==> src/sv/hpt_pkg.sv <==
// Shared types, constants and the angle wrap function of the heading PID turn block.
`default_nettype none

package hpt_pkg;

  localparam int unsigned HALF_TURN = 18000;
  localparam int unsigned FULL_TURN = 36000;

  // Full turn = 1125 * 2^5, so the gain divisor splits into a shift and a divide by 1125.
  localparam int unsigned DIV_POW     = 5;
  localparam int unsigned DIV_ODD     = 1125;
  localparam int unsigned QIN_W       = 26;
  localparam int unsigned RECIP_W     = 27;
  localparam int unsigned RECIP_SHIFT = 37;
  localparam logic [RECIP_W-1:0] RECIP = 27'd122167959;  // ceil(2^37 / 1125)
  localparam int unsigned Q_W         = 16;

  localparam logic [14:0] LIMIT_MAX  = 15'h7FFF;
  localparam logic [2:0]  SETTLE_MAX = 3'd7;

  localparam logic [14:0] START_LIMIT_RST    = 15'd100;
  localparam logic [9:0]  LIMIT_STEP_RST     = 10'd6;
  localparam logic [14:0] SETTLE_BAND_RST    = 15'd100;
  localparam logic [2:0]  SETTLE_SAMPLES_RST = 3'd5;

  typedef enum logic [2:0] {
    REG_TARGET_HEADING = 3'd0,
    REG_GAIN_P         = 3'd1,
    REG_GAIN_D         = 3'd2,
    REG_GAIN_I         = 3'd3,
    REG_START_LIMIT    = 3'd4,
    REG_LIMIT_STEP     = 3'd5,
    REG_SETTLE_BAND    = 3'd6,
    REG_SETTLE_SAMPLES = 3'd7
  } cfg_reg_e;

  typedef struct packed {
    logic [15:0] target_heading;
    logic [15:0] gain_p;
    logic [15:0] gain_d;
    logic [15:0] gain_i;
    logic [14:0] start_limit;
    logic [9:0]  limit_step;
    logic [14:0] settle_band;
    logic [2:0]  settle_samples;
  } cfg_t;

  // Per-item side info that rides along the arithmetic pipeline.
  typedef struct packed {
    logic [14:0] limit;    // clamp magnitude for this tick
    logic        settled;  // turn finished at or before this tick
    logic        hold;     // turn already finished: force drive to zero
  } side_t;

  // Wrap a heading difference (-65535..65535) to -18000..17999.
  function automatic logic signed [15:0] wrap_angle(input logic signed [17:0] diff);
    logic signed [17:0] x;
    logic signed [17:0] y;
    x = diff + 18'sd18000;
    if (x >= 18'sd72000) begin
      y = x - 18'sd72000;
    end else if (x >= 18'sd36000) begin
      y = x - 18'sd36000;
    end else if (x >= 18'sd0) begin
      y = x;
    end else if (x >= -18'sd36000) begin
      y = x + 18'sd36000;
    end else begin
      y = x + 18'sd72000;
    end
    y = y - 18'sd18000;
    return y[15:0];
  endfunction

endpackage

`default_nettype wire

==> src/sv/hpt_err.sv <==
// Input stage: register the wrapped heading error and the start flag of each beat.
`default_nettype none

module hpt_err (
  input  wire logic               clk_i,
  input  wire logic               rst_ni,
  input  wire logic               valid_i,
  output logic                    ready_o,
  input  wire logic [15:0]        heading_i,
  input  wire logic               start_i,
  input  wire logic [15:0]        target_i,
  output logic                    valid_o,
  input  wire logic               ready_i,
  output logic signed [15:0]      err_o,
  output logic                    start_o
);

  logic              valid_q, valid_d;
  logic              en;
  logic signed [15:0] err_q;
  logic              start_q;

  assign en      = !valid_q || ready_i;
  assign ready_o = en;
  assign valid_d = en ? valid_i : valid_q;

  always_ff @(posedge clk_i or negedge rst_ni) begin
    if (!rst_ni) begin
      valid_q <= 1'b0;
    end else begin
      valid_q <= valid_d;
    end
  end

  always_ff @(posedge clk_i) begin
    if (en && valid_i) begin
      err_q   <= hpt_pkg::wrap_angle($signed({2'b00, target_i}) - $signed({2'b00, heading_i}));
      start_q <= start_i;
    end
  end

  assign valid_o = valid_q;
  assign err_o   = err_q;
  assign start_o = start_q;

endmodule

`default_nettype wire

==> config.mk <==
export PLATFORM = sky130hd
export DESIGN_NAME = hpt_err
export DESIGN_NICKNAME = d
export VERILOG_FILES = /design/src/sv/hpt_pkg.sv /design/src/sv/hpt_err.sv
export SDC_FILE = /design/constraint.sdc
export NUM_CORES = 1
export LEC_CHECK = 0
export BUFFER_PORTS_ARGS = -buffer_cell sky130_fd_sc_hd__clkbuf_2
export CAP_MARGIN = 20
export CORE_UTILIZATION = 55
export CTS_CLUSTER_SIZE = 25
export DETAILED_ROUTE_END_ITERATION = 16
export PLACE_DENSITY = 0.89
export SLEW_MARGIN = 10
export SYNTH_ARGS = -nofsm -noshare
export SYNTH_HDL_FRONTEND = slang
export SYNTH_SLANG_ARGS = --single-unit
==> constraint.sdc <==
create_clock -name clk_i -period 2.2 [get_ports clk_i]
set_clock_uncertainty 0.2 [all_clocks]
set_input_delay 0.22 -clock clk_i [delete_from_list [all_inputs] [get_ports clk_i]]
set_output_delay 0.22 -clock clk_i [all_outputs]
set_load 0.05 [all_outputs]
==> out/summary.txt, run 1 <==
Synthesized area divided by synthesized cell count = 7.80 um2
Gate count of the mapped netlist = 494
Worst End Pin Type = sequential cell input
Maximum level of the CTS H-tree = 1
Synth top area cells = edfxtp_1 13%, ha_1 8.4%, xnor2_1 7.5%
Synth Net Count = 558
Post-synthesis instance area = 3850 um2
Clock root buffer = clkbuf_8
Number of buffers on the longest clock path = 2
Total number of placement rows = 30
Async set-or-reset flop fraction in the synthesized netlist = 5.56%
Initial core utilization = 56.7%
Number of buffers added by the clock tree synthesis step = 3
Run-stopping error = [ERROR GRT-0232] Routing congestion too high. Check the congestion heatmap in the GUI.
Area share of the largest cell type after synthesis = 13.2%
Post-detailed-placement half-perimeter wirelength = 12300 um
Synth warnings = 0
Number of buffers added on ports = 55
Ports placed on the boundary = 56
Overall overflow remaining after global route = 881
Die Ht = 85.7 um
Number of enable-type register cells in the synthesized netlist = 17
Post-synthesis sequential element count = 18
Clock Sinks = 18
Most frequent cells after synthesis = 40 x nand2_1, 39 x a21oi_1, 33 x xnor2_1
Result of the run = stopped before the end
Cell with the most instances after synthesis = nand2_1
Global Route Usage Sum = 102%
Area leader, netlist = edfxtp_1
Global placer's final weighted congestion = 1.04
Die width = 85.7 um
Final worst endpoint reported by repair_timing after global routing = err_o[15]$_DFFE_PP_/D
Largest net degree at the start of global routing = 18
Distinct cell type count after synthesis = 88
Cell area after placement = 5790 um2
Failed at = global routing (5_1_grt)
Sequential area share after synthesis = 13.9%
Commonest register cell after synthesis = edfxtp_1
-- cell families after synthesis --
logic type / after synthesis / share of synthesized area, %
AND/OR/NAND/NOR: 161 / 22.5
flip-flops: 18 / 13.9
multiplexers: 7 / 2.08
buffers and inverters: 47 / 4.97
AO/OA/AOI/OAI: 187 / 36.7
adder cells (fa/ha/maj): 27 / 8.96
XOR/XNOR: 47 / 10.9
-- per-stage QoR --
step	utilization (%)	worst slack [ns]	std cells	hold WS (ns)	TNS (ns)
floorplan	-	-2.65	494	-0.276	-27.47
global placement	85.3	-2.86	815	-0.206	-29.66
detailed placement	85.3	-3.12	815	-0.205	-31.73
CTS	89.3	-2.70	834	0.0686	-27.69
-- repair_timing --
action	4_1_cts
pin swaps	20
setup endpoints to repair	11
hold endpoints to repair	3
hold buffers	3
setup buffers	12
resized for setup	18
-- per-layer routing --
layer	overflow	track usage (%)
met4	183	122
met2	688	149
met3	2	64.3
met1	8	87.4
met5	0	8.39
==> run 2: changes to the inputs <==
Settings changed: CORE_UTILIZATION 55 to 40, CTS_CLUSTER_SIZE 25 to unset, PLACE_DENSITY 0.89 to unset, PLACE_DENSITY_LB_ADDON set to 0.15.
==> out/summary.txt, run 2 <==
Result of the run = finished with violations
Failing checks = negative setup slack
Number of buffers on the longest clock path = 2
Reg-to-reg critical path endpoint = err_o[14]
Ports placed on the boundary = 56
Post-synthesis instance area = 3850 um2
Top achievable clock speed = 205 MHz
Commonest non-fill, non-tap cells in the layout = 213 x buf_4, 54 x clkbuf_2, 35 x nand2_1, 32 x a21oi_1, 29 x xnor2_1
Number of buffers added by the clock tree synthesis step = 3
Final worst path period share = 222%
Number of flip-flops in the largest register = 16
Number of enable-type register cells in the synthesized netlist = 17
Number of design rule violations left after detail routing = 0
Setup repair after global routing missed its margin = true
CTS clk-pin slew, worst paths = 0.07 ns
Area share of the largest cell type after synthesis = 13.2%
Cell seen most often among critical-path stages = buf_4
Cell area after placement = 5940 um2
Number of buffers added on ports = 55
Slowest cell on the critical path = fa_2
Data required time at the worst endpoint = 2.01 ns
Routed Wire Length = 13400 um
Largest net degree at the start of global routing = 18
Min-Delay Path Class = primary input to async pin
Post-route worst setup slack = -2.67 ns
Clock latency on the worst-skew pair = 0.26 ns
Post-placement cell count = 862
Sequential area share after synthesis = 13.9%
Depth of the most critical reg-to-reg path = 3
Wire length of the first global-routing pass = 21700 um
Grt met1 use = 29.4%
M2 GR Usage = 52.3%
Area leader, netlist = edfxtp_1
Clock Sinks = 18
Slew @ Worst Pin = 0.531 ns
Total number of placement rows = 35
Endpoint class of the critical path = flop
Gate count of the mapped netlist = 494
Most frequent cells after synthesis = 40 x nand2_1, 39 x a21oi_1, 33 x xnor2_1
Leak Pwr = 2.95 nW
Vias in the first global route = 4811
Buffers plus inverters on the worst setup path = 7
Number of hold violations in the final report = 0
Cell area power density = 1130 nW/um2
Fraction of the mapped netlist area in adder cells = 8.96%
Area growth from synthesis to layout = 72.1%
Combinational family with the most area after synthesis = compound AO/OA/AOI/OAI gates
Mean number of vias per cell = 5.49
Initial antenna violation count = 0
Commonest register cell after synthesis = edfxtp_1
Number of inserted diodes = 0
Die Area = 10000 um2
Net switching component of the power = 3.51 mW
Arrival time at the worst endpoint = 4.68 ns
Final setup vio count = 11
Summed area of non-filler cells in the final layout = 6640 um2
Most common cell after layout, fill and taps aside = buf_4
Cell Count, Final, Fillers Out = 897
Share of total power in the clock network = 3.6%
Largest driver fanout on the critical path = 4
Fin Hold WS = 0.0519 ns
Met3 Track Usage GR = 2.09%
Share of the core filled with cells in the final layout = 71.5%
Initial core utilization = 41.5%
Busiest metal layer after global routing = met2
Global placer's final weighted congestion = 0.975
Clock root buffer = clkbuf_8
Synth warnings = 0
Final max-slew violation count = 0
Distinct cell type count after synthesis = 88
Time the worst path needs with I/O delays and setup = 4.87 ns
Simple logic cell fraction of the synthesized area = 22.5%
Synthesized area divided by synthesized cell count = 7.80 um2
Sequential group share of total power = 8.7%
Post-detailed-placement half-perimeter wirelength = 11100 um
Post-synthesis sequential element count = 18
Antenna Nets Post-Route = 0
Relative contribution of combinational cells to total power = 87.7%
Critical path class = primary input to flop
Max-cap violation count = 0
Number of violations reported at the end of detailed-routing iteration 0 = 142
Overall overflow remaining after global route = 0
Largest delay share family, worst path = compound AO/OA/AOI/OAI gates
Worst VDD drop = 0.000620 V
Fraction of synthesized cell area in xor and xnor cells = 10.9%
Die width = 100 um
Final routed wire length divided by cell count = 15.0 um
Element type at the critical path start = primary input
Core Region = 9280 um2
Synth Net Count = 558
Synthesized-area fraction occupied by ao, oa, aoi and oai cells = 36.7%
Maximum level of the CTS H-tree = 1
Fin Setup TNS = -27.59 ns
Multiplexer area fraction after synthesis = 2.08%
FF-to-FF Start = valid_o
Global Route Usage Sum = 26.6%
Die Ht = 100 um
Number of nets in the finished design = 833
Source of the critical timing path = target_i[0]
Worst setup slack for register-to-register paths = 0.82 ns
CTS tree = done
Vias after detailed routing = 4922
Number of search-and-repair iterations in the first detailed-routing pass = 8
Slowest stage delay, CP = 0.34 ns
Switching fraction of total power = 46.6%
Async set-or-reset flop fraction in the synthesized netlist = 5.56%
Synth top area cells = edfxtp_1 13%, ha_1 8.4%, xnor2_1 7.5%
Cell-internal power = 4.02 mW
Share of final-layout standard cells stronger than drive strength 1 = 52.6%
Slew HR = 64.4%
Cell with the most instances after synthesis = nand2_1
==> run 2: cell families after synthesis <==
logic type,Yosys count
xor+xnor,47
fa+ha+maj,27
simple gates,161
mux,7
compound gates,187
buf+inv,47
flops,18
==> run 2: worst max path at each step <==
stage	endpoint	slack [ns]	cells after the start
final	err_o[15]	-2.67	26
after global routing	err_o[15]	-2.90	26
after CTS	err_o[15]	-2.65	21
after detailed placement	err_o[11]	-3.00	25
after global placement	err_o[14]	-2.95	26
after floorplan	err_o[12]	-2.65	22
==> run 2: area by class of cell <==
type                       count  area (um2)
clock buffer                   4        55.1
tap                          129         161
timing repair buffer         285        2080
multi-input combinational    429        3670
sequential                    18         536
inverter                      32         128
fill                         755        2650
==> run 2: timing repair <==
action                                  4_1_cts  5_1_grt
hold buffers                                  3        0
resized for setup                            33       44
pin swaps                                    28       40
endpoints found under the hold margin         3        0
endpoints found under the setup margin       11       11
setup buffers                                18       11
==> run 2: metrics by stage <==
step / setup slack [ns] / total power [mW]
global placement: -2.95 / 6.24
detailed placement: -3.00 / 6.33
floorplan: -2.65 / 4.10
finish: -2.67 / 7.53
CTS: -2.65 / 7.02
global route: -2.90 / 8.04
==> run 2: power by group through the flow <==
stage | Sequential, mW | Clock, mW | Combinational, mW
floorplan | 1.08 | 0 | 3.02
global placement | 0.662 | 0 | 5.58
detailed placement | 0.662 | 0 | 5.67
CTS | 0.654 | 0.278 | 6.09
global route | 0.670 | 0.289 | 7.08
finish | 0.652 | 0.272 | 6.60
==> run 2: routing by layer <==
metal	up-vias	share of wire, %
met5	-	0
met4	0	3.8
met3	42	3.1
met2	142	54
met1	2300	39
li1	2438	-
(Power assumes the default switching activity.)
