## src/sv/hpt_pkg.sv

```systemverilog
// Shared types, constants and the angle wrap function of the heading PID turn block.
`default_nettype none

package hpt_pkg;

  localparam int unsigned HALF_TURN = 18000;
  localparam int unsigned FULL_TURN = 36000;

  // Full turn = 1125 * 2^5, so the gain divisor splits into a shift and a divide by 1125.
  localparam int unsigned DIV_POW     = 5;
  localparam int unsigned DIV_ODD     = 1125;
  localparam int unsigned QIN_W       = 26;
  localparam int unsigned RECIP_W     = 27;
  localparam int unsigned RECIP_SHIFT = 37;
  localparam logic [RECIP_W-1:0] RECIP = 27'd122167959;  // ceil(2^37 / 1125)
  localparam int unsigned Q_W         = 16;

  localparam logic [14:0] LIMIT_MAX  = 15'h7FFF;
  localparam logic [2:0]  SETTLE_MAX = 3'd7;

  localparam logic [14:0] START_LIMIT_RST    = 15'd100;
  localparam logic [9:0]  LIMIT_STEP_RST     = 10'd6;
  localparam logic [14:0] SETTLE_BAND_RST    = 15'd100;
  localparam logic [2:0]  SETTLE_SAMPLES_RST = 3'd5;

  typedef enum logic [2:0] {
    REG_TARGET_HEADING = 3'd0,
    REG_GAIN_P         = 3'd1,
    REG_GAIN_D         = 3'd2,
    REG_GAIN_I         = 3'd3,
    REG_START_LIMIT    = 3'd4,
    REG_LIMIT_STEP     = 3'd5,
    REG_SETTLE_BAND    = 3'd6,
    REG_SETTLE_SAMPLES = 3'd7
  } cfg_reg_e;

  typedef struct packed {
    logic [15:0] target_heading;
    logic [15:0] gain_p;
    logic [15:0] gain_d;
    logic [15:0] gain_i;
    logic [14:0] start_limit;
    logic [9:0]  limit_step;
    logic [14:0] settle_band;
    logic [2:0]  settle_samples;
  } cfg_t;

  // Per-item side info that rides along the arithmetic pipeline.
  typedef struct packed {
    logic [14:0] limit;    // clamp magnitude for this tick
    logic        settled;  // turn finished at or before this tick
    logic        hold;     // turn already finished: force drive to zero
  } side_t;

  // Wrap a heading difference (-65535..65535) to -18000..17999.
  function automatic logic signed [15:0] wrap_angle(input logic signed [17:0] diff);
    logic signed [17:0] x;
    logic signed [17:0] y;
    x = diff + 18'sd18000;
    if (x >= 18'sd72000) begin
      y = x - 18'sd72000;
    end else if (x >= 18'sd36000) begin
      y = x - 18'sd36000;
    end else if (x >= 18'sd0) begin
      y = x;
    end else if (x >= -18'sd36000) begin
      y = x + 18'sd36000;
    end else begin
      y = x + 18'sd72000;
    end
    y = y - 18'sd18000;
    return y[15:0];
  endfunction

endpackage

`default_nettype wire

```

## src/sv/hpt_state.sv

```systemverilog
// Loop state: error history, saturating integral, clamp ramp and settle tracking.
`default_nettype none

module hpt_state #(
  parameter int unsigned SUM_WIDTH = 32
) (
  input  wire logic                  clk_i,
  input  wire logic                  rst_ni,
  input  wire hpt_pkg::cfg_t         cfg_i,
  input  wire logic                  valid_i,
  output logic                       ready_o,
  input  wire logic signed [15:0]    err_i,
  input  wire logic                  start_i,
  output logic                       valid_o,
  input  wire logic                  ready_i,
  output logic signed [15:0]         err_o,
  output logic signed [15:0]         derr_o,
  output logic signed [SUM_WIDTH-1:0] sum_o,
  output hpt_pkg::side_t             side_o
);

  logic                       valid_q, valid_d;
  logic                       en, take;
  logic signed [15:0]         last_q;
  logic signed [SUM_WIDTH-1:0] sum_q, sum_d;
  logic [14:0]                limit_q, limit_d;
  logic [2:0]                 cnt_q, cnt_d;
  logic                       fin_q, fin_d;

  logic signed [15:0]         derr;
  logic signed [SUM_WIDTH:0]  sum_ext;
  logic [15:0]                err_abs;
  logic [15:0]                limit_sum;

  logic signed [15:0]         err_oq, derr_oq;
  logic signed [SUM_WIDTH-1:0] sum_oq;
  hpt_pkg::side_t             side_oq;

  assign en      = !valid_q || ready_i;
  assign ready_o = en;
  assign take    = en && valid_i;

  always_comb begin
    derr    = hpt_pkg::wrap_angle($signed({{2{err_i[15]}}, err_i}) -
                                  $signed({{2{last_q[15]}}, last_q}));
    sum_ext = $signed({sum_q[SUM_WIDTH-1], sum_q}) + (SUM_WIDTH+1)'(err_i);
    err_abs = err_i[15] ? 16'(-err_i) : 16'(err_i);
    limit_sum = {1'b0, limit_q} + {6'b0, cfg_i.limit_step};

    sum_d   = sum_q;
    limit_d = limit_q;
    cnt_d   = cnt_q;
    fin_d   = fin_q;
    valid_d = en ? 1'b0 : valid_q;

    if (take) begin
      if (start_i) begin
        sum_d   = '0;
        limit_d = cfg_i.start_limit;
        cnt_d   = '0;
        fin_d   = 1'b0;
      end else if (fin_q) begin
        valid_d = 1'b1;
      end else begin
        valid_d = 1'b1;
        // Saturate the integral at the signed bounds.
        if (sum_ext[SUM_WIDTH] != sum_ext[SUM_WIDTH-1]) begin
          sum_d = sum_ext[SUM_WIDTH] ? {1'b1, {(SUM_WIDTH-1){1'b0}}}
                                     : {1'b0, {(SUM_WIDTH-1){1'b1}}};
        end else begin
          sum_d = sum_ext[SUM_WIDTH-1:0];
        end
        if (err_abs[14:0] < cfg_i.settle_band) begin
          cnt_d = (cnt_q == hpt_pkg::SETTLE_MAX) ? cnt_q : cnt_q + 3'd1;
        end else begin
          cnt_d = '0;
        end
        fin_d   = (cnt_d >= cfg_i.settle_samples);
        limit_d = limit_sum[15] ? hpt_pkg::LIMIT_MAX : limit_sum[14:0];
      end
    end
  end

  always_ff @(posedge clk_i or negedge rst_ni) begin
    if (!rst_ni) begin
      valid_q <= 1'b0;
      last_q  <= '0;
      sum_q   <= '0;
      limit_q <= hpt_pkg::START_LIMIT_RST;
      cnt_q   <= '0;
      fin_q   <= 1'b0;
    end else begin
      valid_q <= valid_d;
      sum_q   <= sum_d;
      limit_q <= limit_d;
      cnt_q   <= cnt_d;
      fin_q   <= fin_d;
      if (take && (start_i || !fin_q)) begin
        last_q <= err_i;
      end
    end
  end

  always_ff @(posedge clk_i) begin
    if (take) begin
      err_oq          <= err_i;
      derr_oq         <= derr;
      sum_oq          <= sum_d;
      side_oq.limit   <= limit_q;
      side_oq.settled <= fin_d;
      side_oq.hold    <= fin_q;
    end
  end

  assign valid_o = valid_q;
  assign err_o   = err_oq;
  assign derr_o  = derr_oq;
  assign sum_o   = sum_oq;
  assign side_o  = side_oq;

endmodule

`default_nettype wire

```

## config.mk

```make
export PLATFORM = sky130hd
export DESIGN_NAME = hpt_state
export DESIGN_NICKNAME = d
export VERILOG_FILES = /design/src/sv/hpt_pkg.sv /design/src/sv/hpt_state.sv
export SDC_FILE = /design/constraint.sdc
export NUM_CORES = 1
export LEC_CHECK = 0
export BUFFER_PORTS_ARGS = -buffer_cell sky130_fd_sc_hd__buf_2
export CELL_PAD_IN_SITES_DETAIL_PLACEMENT = 2
export CELL_PAD_IN_SITES_GLOBAL_PLACEMENT = 2
export CORE_MARGIN = 5
export CORE_UTILIZATION = 38
export DETAILED_ROUTE_END_ITERATION = 7
export GPL_TIMING_DRIVEN = 0
export PLACE_DENSITY_LB_ADDON = 0.05
export SKIP_CTS_REPAIR_TIMING = 1
export SYNTH_ARGS = -nofsm -noshare
export SYNTH_HDL_FRONTEND = slang
export SYNTH_SLANG_ARGS = --single-unit
```

## constraint.sdc

```tcl
create_clock -name clk_i -period 9.7 [get_ports clk_i]
set_clock_uncertainty 0.05 [all_clocks]
set_input_delay 0.97 -clock clk_i [delete_from_list [all_inputs] [get_ports clk_i]]
set_output_delay 0.97 -clock clk_i [all_outputs]
set_load 0.01 [all_outputs]
```

* Yosys cells after proc, flatten, opt, wreduce, memory -nomap -nowiden *
Index checks and enable logic that the tools add are counted.

word-level totals
  bits in latches = 0
  output and inout port bits = 83
  bits in writable memories = 0
  register bits after elaboration = 149
  memories = 0
  memory bits (read-only) = 0
  word-level logic and storage cells = 65
  bits of input ports = 128

operators by class
  mux-type cells = 26
  $mul = 0
  div/mod/pow operators = 0
  equal/unequal tests = 3
  shift-type cells = 0
  add/sub/neg operators = 11
  bitwise operators = 0
  $lt $le $gt $ge = 6
  reduce and logical (&&, ||, !) cells = 7

operator list
  cell                                                                 count
  2-to-1 mux 32 bit                                                    5
  2-to-1 mux 16 bit                                                    4
  2-to-1 mux 15 bit                                                    4
  greater-or-equal comparator 18 x 17 -> 1 bit, second input constant  2
  adder 32 x 16 -> 33 bit                                              1
  subtractor 16 bit, second input constant                             2
  2-to-1 mux 3 bit                                                     7
  adder 17 x 16 -> 18 bit, second input constant                       1
  greater-or-equal comparator 18 x 1 -> 1 bit, second input constant   1
  greater-or-equal comparator 18 bit, second input constant            1
  subtractor 16 x 16 -> 17 bit                                         1
  adder 15 x 10 -> 16 bit                                              1
  adder 16 x 14 -> 16 bit, second input constant                       1
  adder 16 bit, second input constant                                  1
  subtractor 16 x 14 -> 16 bit, second input constant                  1
  < comparator 15 bit                                                  1
  negator 15 bit                                                       1
  2-to-1 mux 1 bit                                                     6
  adder 3 x 1 -> 3 bit, second input constant                          1
  equality test 3 bit, second input constant                           1
  greater-or-equal comparator 3 bit                                    1
  logical AND 1 bit                                                    2
  zero test 1 bit                                                      2
  logical OR 1 bit                                                     2
  3 further kinds                                                      3

* Depth between registers and ports, before layout *
  depth after elaboration = 11
  gate-level depth with buffers = 24
  gate-level depth less buffers = 24

* Least setup slack after synthesis *
No wires, ideal clock.

  kind = input-to-reg
  from = input port err_i[2]
  to = register derr_oq[15] (netlist: derr_o[15]), data pin
  path slack = 4.228 ns
  arrival = 5.160 ns
  data required time = 9.388 ns
  setup time = 0.262 ns
  path buffers = 0
  stages = 19
  cell sequence = ha_1 ha_1 a211oi_4 nor2_1 o21a_1 nor2_1 xnor2_1 inv_1 ha_1 a21oi_1 o2111ai_1 a2111oi_4 o21ai_0 a21oi_1 a2bb2oi_2 a21bo_2 a311oi_4 o31ai_1 xnor2_1

between the ends
  cells in the longest elaborated chain, start to end = 8
  elaborated cells between the ends (all ways) = 15
  classes of those cells = 7 x add/sub; 4 x order compare; 4 x mux

ends and longest elaborated chain
  element                                          line              text
  start: declaration                               hpt_state.sv:12   input wire logic signed [15:0] err_i,
  subtractor 16 x 16 -> 17 bit *                   hpt_state.sv:44   derr = hpt_pkg::wrap_angle($signed({{2{err_i[15]}}, err_i}) -
  adder 17 x 16 -> 18 bit *                        hpt_pkg.sv:59     x = diff + 18'sd18000;
  adder 16 x 14 -> 16 bit (tied with other cells)  hpt_pkg.sv:69     y = x + 18'sd72000;
  2-to-1 mux 16 bit                                hpt_pkg.sv:66     end else if (x >= -18'sd36000) begin
  2-to-1 mux 16 bit                                hpt_pkg.sv:64     end else if (x >= 18'sd0) begin
  2-to-1 mux 16 bit                                hpt_pkg.sv:62     end else if (x >= 18'sd36000) begin
  2-to-1 mux 16 bit *                              hpt_pkg.sv:60     if (x >= 18'sd72000) begin
  subtractor 16 bit *                              hpt_pkg.sv:71     y = y - 18'sd18000;
  via derr[15]                                     hpt_state.sv:30   logic signed [15:0] derr;
  end signal: assignment                           hpt_state.sv:107  derr_oq <= derr;
  end: declaration                                 hpt_state.sv:35   logic signed [15:0] err_oq, derr_oq;

The timed path passes the listed nets; every way through them passes the cells marked *.
A chain may end at the register's enable or synchronous reset.

* Final worst setup path *
  from = input port err_i[4]
  to = register derr_oq[12] (netlist: derr_o[12]), data pin

Same word-level chain as after synthesis.

==> metrics.txt <==
global routing's busiest layer=met2; gpl congestion=about 0.84; Power Dens Cells=approximately 380 nW/um2; root buffer cell=clkbuf_16; Final ANT Viol Nets=0; Clock Path Buffers=2; M3 GR Usage=3.189%; met1 Track Usage GR=27.43%; post-synth top area share=22.13%; CTS Buf Count=17; Final HPWL DP=~28000 um; clk_lat worst skew=between 0.4 and 0.5 ns; Least-Margin Pin Slew=1.053 ns; combinational family with the most area after synthesis=compound AO/OA/AOI/OAI gates; ys async rst share=45.64%; first-pass GRT wire length=about 59000 um; Max Slew Vio Count=0; total track usage=between 20% and 30%; H-tree levels=4; Worst setup SP type=input port; Post-synth EDFFs=around 80; WP buf/inv=5; commonest non-fill, non-tap cell in the layout=buf_2; Starting Density=about two fifths; die area=around 32000 um2; Rel. slew slack=between 20% and 30%; Req. time, crit path=a little under 10 ns; # nets final=1550; CP peak stage delay=a little under 0.7 ns; Post-Syn Instances=~1200; Setup TNS=0 ns; synth warn=0; drt wl/cell=21.41 um; CTS tree=done; sequential fraction of the synthesis area=37.64%; area of the mapped netlist=10990 um2; DR pass1 iterations=4; final hold vios=0; Vias/cell=5.631; CP delay by family, top=compound AO/OA/AOI/OAI gates; Crit path arrival time=6.83 ns; share of synthesized cell area in and, or, nand and nor gates=around 12%; utilization after layout=about 45%; post-route minimum period=roughly 6.7 ns; cells along the critical path=buf_2 -> inv_1 -> ha_1 -> inv_1 -> ha_1 -> o21ai_2 -> nor2_1 -> o21a_1 -> nor2_1 -> xnor2_1 -> inv_1 -> ha_1 -> a21oi_1 -> o2111ai_1 -> a2111oi_4 -> o32a_2 -> a21boi_4 -> xnor2_2 -> ha_1 -> inv_1 -> a21boi_2 -> a211oi_1 -> nor2_1 -> xor2_1; row cnt=62; setup slack, reg-to-reg=about 3.4 ns; share of synthesized cell area in full adder, half adder and majority cells=about 12%; Synth area leader=edfxtp_1; Synth Area in XOR/XNOR=between 6 and 7%; Synth Register Bits=between 100 and 150; Critical-path top delay cell=a2111oi_4; Die Ht=approximately 180 um; Iter 0 DRT Violations=~340; Compound-Gate Fraction of Synth Area=26.25%; wirelength, routed=about 37000 um; Clock transition at path regs=roughly 0.08 ns; Synth area leaders=edfxtp_1, dfrtp_1, ha_1; vias in the first global route=10810; run status=finished clean; I/O Buffers=about 150; multi-input logic area=6272 um2; Vias=9657; Setup-failing EPs final=0; # clock sinks=around 150; GR Util met2=between 40% and 50%; share of post-route cells with drive strength above 1=approximately a fifth; grt total ovfl=0; Pleak=about 5.7 nW; Avg Synthesized Cell Area=roughly 9.5 um2; final instance area=12810 um2; worst min path class=in -> async; ys flop type=edfxtp_1; # IOs=roughly 210; register area=4138 um2; library cells used by synthesis=101; largest net degree at the start of global routing=~50; commonest cells after routing, fill and taps aside=buf_2, o21ai_0, ha_1, nand2_1, a21oi_1; DIE WIDTH=180.1 um; max_cap viols=0; kind of end point of the critical path=register; Crit Path Max Fanout=7; Final Cycle Share=between 60% and 70%; Max Clock Freq=about 150 MHz; unrepaired setup endpoints after global routing=false; Max VDD drop=between 0.1 and 0.15 mV; placed inst area=12250 um2; core area=around 29000 um2; CP Class=in -> reg; Post-Syn Nets=1384; Antenna Cells=0; DR DRC count=0; mux cell area share after synthesis=0.8422%; fill cell count=3120; initial antenna violation count=0; area delta synth->final=16.56%
worst paths after layout:
path                            start          to  cells past startpoint
setup / recovery             err_i[4]  derr_o[12]                     24
hold / removal                 rst_ni    sum_q[7]                      1
setup reg to reg            last_q[4]  derr_o[12]                     22
hold reg to reg            limit_q[3]   side_o[5]                      0
max in group asynchronous      rst_ni  limit_q[6]                      2
min in group clk_i         limit_q[3]   side_o[5]                      0
sequential cells by signal (all words and copies together) (netlist names):
register	count
last_q	16
fin_q	1
err_o	16
cnt_q	3
sum_q	32
sum_o	32
derr_o	16
side_o	17
limit_q	15
valid_o	1
final cells by class:
class / instances / area share (%)
buffer: 45 / 2.090
clock buffer: 18 / 3.427
clock inverter: 14 / 0.9569
sequential: 149 / 32.29
tap: 384 / 3.750
multi-input combinational: 874 / 48.95
timing repair buffer: 147 / 6.054
inverter: 84 / 2.480
worst reg2reg max path, cell delays in order, from the launching register on:
cell and delay (ns):
dfrtp_1 0.38, ha_1 0.27, inv_1 0.05, ha_1 0.40, o21ai_2 0.12, nor2_1 0.15
o21a_1 0.20, nor2_1 0.07, xnor2_1 0.55, inv_1 0.32, ha_1 0.27, a21oi_1 0.37
o2111ai_1 0.28, a2111oi_4 0.68, o32a_2 0.39, a21boi_4 0.23, xnor2_2 0.09, ha_1 0.21
inv_1 0.08, a21boi_2 0.08, a211oi_1 0.52, nor2_1 0.11, xor2_1 0.16
cell usage after synthesis, types with 8 or more instances:
master and instances:
nand2_1 98, ha_1 101, inv_1 83, a31oi_1 11, clkbuf_1 29, a21oi_1 85, nand3_1 21, nand2b_1 14
o22ai_1 15, o21bai_1 13, o21a_1 9, nor3_1 19, nor2b_1 12, o31ai_1 28, a21o_1 31, dfrtp_1 65
xnor2_1 58, nor2_1 60, o21ai_0 110, edfxtp_1 81, xor2_1 17, a211oi_1 8
routing by layer:
layer / up-vias / wire, um / share of wire, %
li1: 4590 / - / -
met4: 0 / 763 / 2.1
met5: - / 0 / 0
met1: 4859 / 16170 / 44
met2: 161 / 18800 / 51
met3: 47 / 998 / 2.7
cell families after synthesis:
kind of cell / count (synthesis)
adders and majority gates: 104
DFF: 149
buffers and inverters: 129
xor gates and xnor gates: 78
muxes: 9
AOI/OAI and AO/OA: 415
and+or+nand+nor: 268
through the flow:
step	power, mW	worst slack, ns	instances	hold slack [ns]
2_1_floorplan	3.331	4.228	1152	0.4005
3_3_place_gp	4.036	2.751	1681	0.4143
3_5_place_dp	4.184	2.594	1683	0.4165
4_1_cts	4.874	3.046	1715	0.3953
5_1_grt	5.208	2.762	1715	0.4025
6_report	4.846	2.999	1715	0.4020
report_power, final:
part	switching [mW]	internal (mW)	total, mW
Clock	0.311	0.342	0.653
Sequential	0.0990	0.956	1.05
Combinational	1.93	1.21	3.14
Total	2.34	2.51	4.85
Power figures use the tool's default switching activity.
