<file path="src/sv/hpt_pkg.sv">
// Shared types, constants and the angle wrap function of the heading PID turn block.
`default_nettype none

package hpt_pkg;

  localparam int unsigned HALF_TURN = 18000;
  localparam int unsigned FULL_TURN = 36000;

  // Full turn = 1125 * 2^5, so the gain divisor splits into a shift and a divide by 1125.
  localparam int unsigned DIV_POW     = 5;
  localparam int unsigned DIV_ODD     = 1125;
  localparam int unsigned QIN_W       = 26;
  localparam int unsigned RECIP_W     = 27;
  localparam int unsigned RECIP_SHIFT = 37;
  localparam logic [RECIP_W-1:0] RECIP = 27'd122167959;  // ceil(2^37 / 1125)
  localparam int unsigned Q_W         = 16;

  localparam logic [14:0] LIMIT_MAX  = 15'h7FFF;
  localparam logic [2:0]  SETTLE_MAX = 3'd7;

  localparam logic [14:0] START_LIMIT_RST    = 15'd100;
  localparam logic [9:0]  LIMIT_STEP_RST     = 10'd6;
  localparam logic [14:0] SETTLE_BAND_RST    = 15'd100;
  localparam logic [2:0]  SETTLE_SAMPLES_RST = 3'd5;

  typedef enum logic [2:0] {
    REG_TARGET_HEADING = 3'd0,
    REG_GAIN_P         = 3'd1,
    REG_GAIN_D         = 3'd2,
    REG_GAIN_I         = 3'd3,
    REG_START_LIMIT    = 3'd4,
    REG_LIMIT_STEP     = 3'd5,
    REG_SETTLE_BAND    = 3'd6,
    REG_SETTLE_SAMPLES = 3'd7
  } cfg_reg_e;

  typedef struct packed {
    logic [15:0] target_heading;
    logic [15:0] gain_p;
    logic [15:0] gain_d;
    logic [15:0] gain_i;
    logic [14:0] start_limit;
    logic [9:0]  limit_step;
    logic [14:0] settle_band;
    logic [2:0]  settle_samples;
  } cfg_t;

  // Per-item side info that rides along the arithmetic pipeline.
  typedef struct packed {
    logic [14:0] limit;    // clamp magnitude for this tick
    logic        settled;  // turn finished at or before this tick
    logic        hold;     // turn already finished: force drive to zero
  } side_t;

  // Wrap a heading difference (-65535..65535) to -18000..17999.
  function automatic logic signed [15:0] wrap_angle(input logic signed [17:0] diff);
    logic signed [17:0] x;
    logic signed [17:0] y;
    x = diff + 18'sd18000;
    if (x >= 18'sd72000) begin
      y = x - 18'sd72000;
    end else if (x >= 18'sd36000) begin
      y = x - 18'sd36000;
    end else if (x >= 18'sd0) begin
      y = x;
    end else if (x >= -18'sd36000) begin
      y = x + 18'sd36000;
    end else begin
      y = x + 18'sd72000;
    end
    y = y - 18'sd18000;
    return y[15:0];
  endfunction

endpackage

`default_nettype wire

</file>
<file path="src/sv/hpt_scale.sv">
// Divide the accumulator by the full-turn gain scale, truncate toward zero and clamp.
`default_nettype none

module hpt_scale #(
  parameter int unsigned SUM_WIDTH      = 32,
  parameter int unsigned GAIN_FRAC_BITS = 8
) (
  input  wire logic                    clk_i,
  input  wire logic                    rst_ni,
  input  wire logic                    valid_i,
  output logic                         ready_o,
  input  wire logic signed [SUM_WIDTH+17:0] acc_i,
  input  wire hpt_pkg::side_t          side_i,
  output logic                         valid_o,
  input  wire logic                    ready_i,
  output logic signed [15:0]           drive_o,
  output logic                         settled_o
);

  localparam int unsigned ACC_W  = SUM_WIDTH + 18;
  localparam int unsigned SHIFT  = hpt_pkg::DIV_POW + GAIN_FRAC_BITS;
  localparam int unsigned QIN_W  = hpt_pkg::QIN_W;
  localparam int unsigned PROD_W = hpt_pkg::QIN_W + hpt_pkg::RECIP_W;
  localparam int unsigned Q_W    = hpt_pkg::Q_W;

  logic [2:0] valid_q, valid_d;
  logic [2:0] en;

  logic [ACC_W-1:0]  mag, shifted;
  logic [QIN_W-1:0]  m_q;
  logic              neg_a_q, neg_b_q;
  hpt_pkg::side_t    side_a_q, side_b_q;
  logic [PROD_W-1:0] prod_q;
  logic [Q_W-1:0]    quot, quot_c;
  logic signed [15:0] drive_d, drive_q;
  logic              settled_q;

  assign en[2]   = !valid_q[2] || ready_i;
  assign en[1]   = !valid_q[1] || en[2];
  assign en[0]   = !valid_q[0] || en[1];
  assign ready_o = en[0];

  assign valid_d[0] = en[0] ? valid_i    : valid_q[0];
  assign valid_d[1] = en[1] ? valid_q[0] : valid_q[1];
  assign valid_d[2] = en[2] ? valid_q[1] : valid_q[2];

  always_ff @(posedge clk_i or negedge rst_ni) begin
    if (!rst_ni) begin
      valid_q <= '0;
    end else begin
      valid_q <= valid_d;
    end
  end

  // Magnitude and power-of-two part of the divisor; anything past 2^26 clamps anyway.
  always_comb begin
    mag     = acc_i[ACC_W-1] ? ACC_W'(-acc_i) : ACC_W'(acc_i);
    shifted = mag >> SHIFT;
  end

  // Quotient by 1125 from the reciprocal product, then clamp and restore the sign.
  always_comb begin
    quot   = prod_q[hpt_pkg::RECIP_SHIFT +: Q_W];
    quot_c = (quot > {1'b0, side_b_q.limit}) ? {1'b0, side_b_q.limit} : quot;
    if (side_b_q.hold) begin
      drive_d = '0;
    end else if (neg_b_q) begin
      drive_d = $signed(-quot_c);
    end else begin
      drive_d = $signed(quot_c);
    end
  end

  always_ff @(posedge clk_i) begin
    if (en[0] && valid_i) begin
      m_q      <= (|shifted[ACC_W-1:QIN_W]) ? {QIN_W{1'b1}} : shifted[QIN_W-1:0];
      neg_a_q  <= acc_i[ACC_W-1];
      side_a_q <= side_i;
    end
    if (en[1] && valid_q[0]) begin
      prod_q   <= PROD_W'(m_q) * PROD_W'(hpt_pkg::RECIP);
      neg_b_q  <= neg_a_q;
      side_b_q <= side_a_q;
    end
    if (en[2] && valid_q[1]) begin
      drive_q   <= drive_d;
      settled_q <= side_b_q.settled;
    end
  end

  assign valid_o   = valid_q[2];
  assign drive_o   = drive_q;
  assign settled_o = settled_q;

endmodule

`default_nettype wire

</file>
<file path="config.mk">
export PLATFORM = sky130hd
export DESIGN_NAME = hpt_scale
export DESIGN_NICKNAME = d
export VERILOG_FILES = /design/src/sv/hpt_pkg.sv /design/src/sv/hpt_scale.sv
export SDC_FILE = /design/constraint.sdc
export NUM_CORES = 1
export LEC_CHECK = 0
export BUFFER_PORTS_ARGS = -buffer_cell sky130_fd_sc_hd__buf_4
export CORE_MARGIN = 4
export CORE_UTILIZATION = 40
export DETAILED_ROUTE_END_ITERATION = 7
export PLACE_DENSITY = 0.65
export SYNTH_ARGS = -nofsm -noshare
export SYNTH_HDL_FRONTEND = slang
export SYNTH_SLANG_ARGS = --single-unit
</file>
<file path="constraint.sdc">
create_clock -name clk_i -period 14.79 [get_ports clk_i]
set_clock_uncertainty 0.2 [all_clocks]
set_input_delay 1.479 -clock clk_i [delete_from_list [all_inputs] [get_ports clk_i]]
set_output_delay 1.479 -clock clk_i [all_outputs]
set_load 0.005 [all_outputs]
</file>
# After elaboration in Yosys (flattened, before gate mapping)
# Index checks and enable logic that the tools add are counted.
# op_classes
n_addsub	2
mul	1
order_cmp	1
muxes	3
n_reduce_logical	10
# op_table
cell	count
multiplier 26 x 27 -> 53 bit (second input constant)	1
2-to-1 mux 50 bit	1
negator 50 bit	1
2-to-1 mux 16 bit	2
greater-than comparator 16 x 15 -> 1 bit	1
negator 16 bit	1
OR reduction 11 bit	1
logical AND 1 bit	3
zero test 1 bit	3
logical OR 1 bit	3
# totals
ff_bits	135
in_bits	71

# Logic depth before layout (Yosys ltp)
# Gate-level depths: netlist of run 1.
# depth
depth_word	5
depth_mapped	23
mapped_depth_nobuf	22

# Worst setup path before layout of run 1
# Ideal clock, no wire load.
# synth_path
kind	reg-to-reg
start	register m_q[24]
end	register prod_q[46] (data pin)
setup_ps	195
arrival_time_ps	6262
path_slack_ps	8133
stages_incl_launch_ff	19
period_less_slack_ps	6657
path_cell_list	edfxtp_1 > fa_1 > fa_1 > inv_1 > fa_1 > fa_1 > fa_1 > inv_1 > fa_1 > fa_1 > ha_1 > nand3_1 > nor4_1 > nand4_1 > o32a_1 > a21boi_0 > o211ai_1 > and2_1 > o311ai_0
# synth_between
elab_chain_cells	1
# synth_rtl
element	line	text
start: declaration	hpt_scale.sv:30	logic [QIN_W-1:0] m_q;
start signal: assignment	hpt_scale.sv:76	m_q <= (|shifted[ACC_W-1:QIN_W]) ? {QIN_W{1'b1}} : shifted[QIN_W-1:0];
multiplier 26 x 27 -> 53 bit	hpt_scale.sv:81	prod_q <= PROD_W'(m_q) * PROD_W'(hpt_pkg::RECIP);
end signal: assignment	hpt_scale.sv:81	
end: declaration	hpt_scale.sv:33	logic [PROD_W-1:0] prod_q;
# No other way between the ends.
# A chain may end at the register's enable or synchronous reset.

# Worst setup path in the final report of run 1
# layout_path
start	register m_q[23]
end	register prod_q[46] (data pin)
# The elaborated chain is that of the path after synthesis.

==> results.py, run 1 <==
metrics = {
    "yosys": {
        "synth_area_leaders": "fa_1, ha_1, edfxtp_1",
        "syn_area_sq_um": 15500,
        "ys_seq_elements": 98,
        "synth.top_cell.area_share_pct": 26.7,
        "synth_edf_count": 95,
        "syn_inst": 1478,
        "async_flop_share_pct": 3.06,
        "synth_seq_area_share_pct": 18.9,
        "synth-warning-count": 0,
        "avgSynthCellArea_sq_um": 10.5,
        "synth_top_area_cell": "fa_1",
        "syn-num-nets": 2071,
        "ys.flop_type": "edfxtp_1",
        "synth_cell_types": 65,
    },
    "cts": {
        "cts_tree": "yes",
        "cts-root-buf": "clkbuf_16",
        "postCtsHoldBufs": 0,
        "ctsResizeCount": 0,
        "cts.clk_slew.worst_paths_ns": 0.08,
        "cts_buffers": 9,
        "cts_max_level": 3,
        "clkSinkCount": 98,
        "clockBufferDepth": 2,
        "clock_latency_ns": 0.36,
        "cts_setup_buffers": 0,
    },
    "setup_path": {
        "cp_top_family": "adder cells",
        "critPathBufInv": 2,
        "critical_path_class": "flip-flop to flip-flop",
        "r2r-start": "m_q[23]",
        "r2r_cells": 18,
        "reg2reg_to": "prod_q[46]",
        "cp_common_cell": "fa_1",
        "cp-start-kind": "flip-flop",
        "cp-end-kind": "flip-flop",
        "timing.critical_path.fanout_max": 9,
        "required_ns": 14.76,
        "critical_path_depth": 18,
        "crit_path_end": "prod_q[46]",
        "max_stage_delay_ns": 0.61,
        "cp_cell_sequence": "fa_1 > fa_1 > inv_1 > fa_1 > fa_1 > fa_1 > inv_1 > fa_1 > fa_1 > ha_1 > nand3_1 > nor4_1 > nand4_1 > o32a_1 > a21boi_0 > o211ai_1 > and2_1 > o311ai_0",
        "cp-startpoint": "m_q[23]",
        "ff2ff_setup_slack_ns": 7.43,
        "critPathArrivalTime_ns": 7.33,
        "critPathSlowestCell": "fa_1",
    },
    "power": {
        "power_frac_seq_pct": 41.6,
        "p_sw_mw": 0.281,
        "vdd_drop_max_mv": 0.0550,
        "leakage_nw": 8.07,
        "p_comb_share_pct": 31.6,
        "p_int_mw": 0.568,
        "p_sw_share_pct": 33.1,
        "powerDensity_nw_per_um2": 49.8,
        "pwr-share-clk_pct": 26.9,
    },
    "sta": {
        "setup_viol": 0,
        "relSlewSlack_pct": 26.3,
        "hold_ws_ns": 0.220,
        "fin_crit_sh_pct": 49.8,
        "fmax_mhz": 136,
        "min_period_ns": 7.36,
        "tightest_slew_ns": 1.11,
        "final.setup.tns_ns": 0,
        "finalHoldViolations": 0,
        "grt_setup_unrepaired": "no",
        "drv_slew": 0,
    },
    "placement": {
        "routabilityCongestion": 0.935,
        "hpwl_um": 31600,
        "io_buffers": 89,
    },
    "routing": {
        "vias": 10598,
        "first_pass_iters": 6,
        "viasPerCell": 5.09,
        "final_antenna_net_count": 0,
        "drtIter0Drc": 462,
        "wl_per_cell_um": 17.5,
        "route.detailed.drc": 0,
        "drt_wl_total_um": 36500,
    },
    "floorplan": {
        "dieArea_sq_um": 42000,
        "die_x_um": 205,
        "coreArea_sq_um": 37900,
        "io_pins": 90,
        "initial_core_util_pct": 40.9,
        "die_height_um": 205,
        "core.rowCount": 71,
    },
    "global_route": {
        "grt_first_pass_wirelength_um": 59700,
        "grt.overflow.total": 0,
        "grt_pass1_vias": 11325,
        "antenna_found_initial": 0,
        "grtUsageTotal_pct": 18.2,
        "grt_max_degree": 45,
    },
    "min_path": {
        "hold_class": "flip-flop to flip-flop",
    },
    "outcome": {
        "status": "finished clean",
    },
    "job": {
        "cap_violations": 0,
    },
    "layout": {
        "syn2layout_area_growth_pct": 10.0,
        "fin_nets": 2160,
        "layout_common_cells": "inv_1, ha_1, fa_1",
        "drive_gt1_share_pct": 7.70,
        "antennaDiodeCount": 0,
        "layout_commonest_cell": "inv_1",
        "fill_cells": 3605,
    },
}
-- power groups by stage --
stage / clock network [mW] / registers (mW) / logic [mW]
after floorplan: 0 / 0.352 / 0.180
after global placement: 0 / 0.359 / 0.262
after detailed placement: 0 / 0.359 / 0.266
after CTS: 0.236 / 0.353 / 0.268
after global routing: 0.245 / 0.356 / 0.303
final: 0.228 / 0.353 / 0.268
-- cells in the mapped netlist, drive strengths merged (11+ instances only) --
cell type  number
o211ai         11
nand4          17
clkbuf         12
a21o           13
edfxtp         95
nor4           13
nand2b         14
nand2          77
xor2           31
xnor2          27
nor3           31
mux2i          21
inv           327
nor2           54
fa            207
o21ai          37
nand3          21
a21oi          48
ha            315
-- through the flow --
stage | worst slack [ns] | area [sq um] | power (mW) | util [%] | std cells
5_1_grt | 6.90 | 17100 | 0.903 | 45.0 | 2083
4_1_cts | 7.46 | 17100 | 0.856 | 45.0 | 2083
3_5_place_dp | 7.47 | 16800 | 0.625 | 44.2 | 2067
6_report | 7.43 | 17100 | 0.849 | 45.0 | 2083
2_1_floorplan | 8.13 | 15500 | 0.533 | - | 1478
3_3_place_gp | 7.59 | 16800 | 0.621 | 44.2 | 2067
-- logic make-up (layout without fill, tap and decap cells) --
kind of cell	count (synthesis)	in the layout	synth area share, %
flip-flops	98	98	18.9
XOR/XNOR	58	58	3.28
AND/OR/NAND/NOR	270	270	8.81
adder cells (fa/ha/maj)	522	522	52.1
multiplexers	21	21	1.36
buffers and inverters	341	435	8.35
AO/OA/AOI/OAI	168	168	7.17
-- worst min-delay path by stage --
stage            startpoint  cells after the start  slack (ns)           end
6_report        side_b_q[1]                      0        0.22     settled_o
5_1_grt         side_b_q[1]                      0        0.23     settled_o
4_1_cts         side_b_q[1]                      0        0.22     settled_o
3_5_place_dp    side_b_q[1]                      0        0.21     settled_o
3_3_place_gp   side_a_q[15]                      0        0.20  side_b_q[15]
2_1_floorplan       neg_a_q                      0        0.20       neg_b_q
-- per-layer routing --
| metal | part of all wire (%) | up-vias | track usage [%] |
|---|---|---|---|
| met5 | 0 | - | 0 |
| met3 | 4.5 | 44 | 3.45 |
| met4 | 2.2 | 0 | 4.04 |
| met2 | 47 | 231 | 29.9 |
| li1 | - | 5125 | - |
| met1 | 47 | 5198 | 25.1 |
-- state kept, by name (all words and copies together), names as in the netlist --
signal     cells
m_q           26
side_a_q      17
side_b_q      17
drive_o       16
prod_q        16
valid_q        3
neg_a_q        1
neg_b_q        1
settled_o      1
-- worst register-to-register path: stages, from the launching register on --
cell      delay (ns)
edfxtp_1        0.60
fa_1            0.61
fa_1            0.53
inv_1           0.06
fa_1            0.51
fa_1            0.52
fa_1            0.55
inv_1           0.06
fa_1            0.45
fa_1            0.48
ha_1            0.41
nand3_1         0.19
nor4_1          0.45
nand4_1         0.15
o32a_1          0.39
a21boi_0        0.34
o211ai_1        0.18
and2_1          0.22
o311ai_0        0.27
-- cell type report --
class	count	area, sq um	share of cell area (%)
inverters	327	1230	7.19
clock buffers	10	229	1.34
flip-flops and latches	98	2930	17.2
repair buffers	92	691	4.05
multi-input cells	1039	11300	66.2
well taps	511	639	3.75
clock inverters	6	50.0	0.293
No activity file was read; power rests on OpenSTA's default activity.
==> run 2, diff against run 1 <==
- ABC_AREA: not set -> 1
- clock period: 14.79 -> 6.93 ns (I/O delays scaled with it)
==> run 2 against run 1 <==
  * Global-route usage increased by 2.6 points
  * Maximum frequency is 8.4% higher
  * Area after synthesis grew 8.5%
  * Die area grew 8.1%
  * Non-clock buffer count rose by 15
  * Count of clock-buffer cells in the layout decreased by 1
  * Utilization is 0.12 points lower
  * Via count grew 20%
  * Critical path type unchanged
  * Sequential power rose by 120%
  * Highest routed layer unchanged
  * Synthesized cell count is 26% higher
  * Largest cell class unchanged
  * Worst hold slack improved by 0.0018 ns
==> results.py, run 2 <==
metrics = {
    "routing": {
        "final_antenna_net_count": 0,
        "wl_per_cell_um": 18.2,
        "first_pass_iters": 5,
        "drtIter0Drc": 607,
        "drt_wl_total_um": 45600,
        "vias": 12691,
        "viasPerCell": 5.07,
        "route.detailed.drc": 0,
    },
    "setup_path": {
        "max_stage_delay_ns": 0.59,
        "cp-start-kind": "flip-flop",
        "cp_common_cell": "fa_1",
        "timing.critical_path.fanout_max": 9,
        "critical_path_class": "flip-flop to flip-flop",
        "cp_cell_sequence": "fa_1 > fa_1 > inv_1 > fa_1 > fa_1 > fa_1 > inv_1 > fa_1 > fa_1 > ha_1 > nand2_1 > nor2_1 > nand2_1 > nor4_1 > o21ai_0 > nand3b_1 > nand2_1",
        "critPathArrivalTime_ns": 6.73,
        "required_ns": 6.87,
        "cp-end-kind": "flip-flop",
        "critPathSlowestCell": "fa_1",
    },
    "floorplan": {
        "dieArea_sq_um": 45400,
        "die_x_um": 213,
        "io_pins": 90,
        "coreArea_sq_um": 41200,
        "initial_core_util_pct": 40.8,
        "die_height_um": 213,
        "core.rowCount": 74,
    },
    "yosys": {
        "ys_seq_elements": 98,
        "syn-num-nets": 2457,
        "avgSynthCellArea_sq_um": 9.02,
        "synth_seq_area_share_pct": 17.4,
        "synth_edf_count": 95,
        "yosysMostFrequentCell": "inv_1",
        "synth.top_cell.area_share_pct": 24.6,
        "synth_top_area_cell": "fa_1",
        "synth_top_cells_by_count": "inv_1, ha_1, nand2_1, fa_1, nor2_1",
        "async_flop_share_pct": 3.06,
        "syn_inst": 1864,
        "synth_cell_types": 47,
        "ys.flop_type": "edfxtp_1",
        "synth-warning-count": 0,
        "synth_area_leaders": "fa_1, ha_1, edfxtp_1",
        "syn_area_sq_um": 16800,
    },
    "placement": {
        "routabilityCongestion": 0.973,
        "pre_cts_slack_ns": 0.211,
        "hpwl_um": 40100,
        "dpl_cell_area_sq_um": 18200,
        "io_buffers": 89,
    },
    "layout": {
        "reg.largest.list": "m_q: 26 flops, side_a_q: 17 flops, side_b_q: 17 flops",
        "drive_gt1_share_pct": 8.78,
        "top_register": "m_q",
        "postLayoutCellArea_sq_um": 18500,
        "fill_cells": 3991,
        "layout_commonest_cell": "inv_1",
        "syn2layout_area_growth_pct": 9.92,
        "largest_reg_flops": 26,
        "antennaDiodeCount": 0,
        "layout_common_cells": "inv_1, ha_1, nand2_1",
        "fin_nets": 2558,
    },
    "power": {
        "pwr-share-clk_pct": 29.8,
        "vdd_drop_max_mv": 0.0936,
        "power_frac_seq_pct": 42.4,
        "powerDensity_nw_per_um2": 99.9,
        "leakage_nw": 8.93,
        "p_sw_mw": 0.615,
        "p_comb_share_pct": 27.8,
        "p_sw_share_pct": 33.3,
        "p_int_mw": 1.23,
    },
    "sta": {
        "relSlewSlack_pct": 34.0,
        "grt_setup_unrepaired": "no",
        "min_period_ns": 6.79,
        "final.setup.tns_ns": 0,
        "fmax_mhz": 147,
        "finalHoldViolations": 0,
        "hold_ws_ns": 0.221,
        "fin_crit_sh_pct": 98.0,
        "post-route-worst-setup-slack_ns": 0.138,
        "setup_viol": 0,
        "drv_slew": 0,
        "tightest_slew_ns": 0.990,
    },
    "cts": {
        "clock_latency_ns": 0.38,
        "clockBufferDepth": 2,
        "cts_max_level": 3,
        "cts-root-buf": "clkbuf_16",
        "ctsResizeCount": 0,
        "cts_buffers": 9,
        "cts.clk_slew.worst_paths_ns": 0.09,
        "cts_tree": "yes",
        "clkSinkCount": 98,
    },
    "global_route": {
        "grt_max_degree": 45,
        "grt_first_pass_wirelength_um": 72800,
        "antenna_found_initial": 0,
        "grt.overflow.total": 0,
        "grt_pass1_vias": 13592,
        "grtUsageTotal_pct": 20.7,
    },
    "job": {
        "cap_violations": 0,
    },
    "outcome": {
        "status": "finished clean",
    },
    "min_path": {
        "hold_class": "flip-flop to flip-flop",
    },
}
[run 2: cell types whose count changed after synthesis, sizes merged, moves of 14 or more]
cell    delta
nand3     +90
nor2     +101
nand2    +157
a21oi     +29
nand2b    -14
o21ai     +26
mux2i     -21
inv      +114
[run 2: through the flow]
| step | util [%] | cells | total power [mW] |
|---|---|---|---|
| 4_1_cts | 44.9 | 2502 | 1.87 |
| 6_report | 44.9 | 2502 | 1.85 |
| 2_1_floorplan | - | 1864 | 1.11 |
| 5_1_grt | 44.9 | 2502 | 1.96 |
| 3_5_place_dp | 44.1 | 2485 | 1.31 |
| 3_3_place_gp | 44.1 | 2485 | 1.30 |
[run 2: repair_timing]
item / CTS / global route
hold buffers: 1 / 0
buffers inserted: 0 / 0
hold endpoints to repair: 3 / 0
[run 2: critical path, delay by kind of cell, from the launching register on]
| family | cells | cell delay [ns] |
|---|---|---|
| compound gates | 1 | 0.37 |
| flops | 1 | 0.56 |
| simple gates | 6 | 1.27 |
| fa+ha+maj | 8 | 4.03 |
| buf+inv | 2 | 0.13 |
[run 2: cell families (layout without fill, tap and decap cells)]
family / count (synthesis) / count (layout) / synth area share (%)
adders and majority gates: 522 / 522 / 48.1
DFF: 98 / 98 / 17.4
buffers and inverters: 458 / 564 / 10.5
xor gates and xnor gates: 53 / 53 / 2.76
and+or+nand+nor: 548 / 548 / 15.1
AOI/OAI and AO/OA: 185 / 185 / 6.15
[run 2: worst paths after layout]
| path | slack [ns] | cells after the start | endpoint | startpoint |
|---|---|---|---|---|
| setup / recovery | 0.14 | 17 | prod_q[52] | m_q[23] |
| hold / removal | 0.22 | 0 | side_b_q[10] | side_a_q[10] |
| setup reg to reg | 0.14 | 17 | prod_q[52] | m_q[23] |
| hold reg to reg | 0.22 | 0 | side_b_q[10] | side_a_q[10] |
| max in group asynchronous | 5.99 | 2 | valid_q[2] | rst_ni |
| min in group asynchronous | 0.44 | 2 | valid_q[0] | rst_ni |
[run 2: layout make-up]
cell class / instances / area (sq um) / area share (%)
repair buffers: 107 / 806 / 4.36
well taps: 532 / 666 / 3.60
clock buffers: 9 / 225 / 1.22
inverters: 441 / 1660 / 8.96
multi-input cells: 1308 / 12100 / 65.6
clock inverters: 7 / 87.6 / 0.474
flip-flops and latches: 98 / 2930 / 15.8
[run 2: power by group through the flow]
stage | clock network, mW | logic, mW | registers [mW]
floorplan | 0 | 0.327 | 0.787
detailed placement | 0 | 0.514 | 0.797
finish | 0.550 | 0.513 | 0.784
CTS | 0.563 | 0.517 | 0.784
global placement | 0 | 0.505 | 0.797
global route | 0.581 | 0.586 | 0.791
[run 2: routing by layer]
metal  track usage (%)  wire length (um)  up-vias
met4              5.09              1140        0
li1                  -                 -     6161
met1              26.6             19700     6172
met5                 0                 0        -
met3              2.34              1550       61
met2              37.4             23200      297
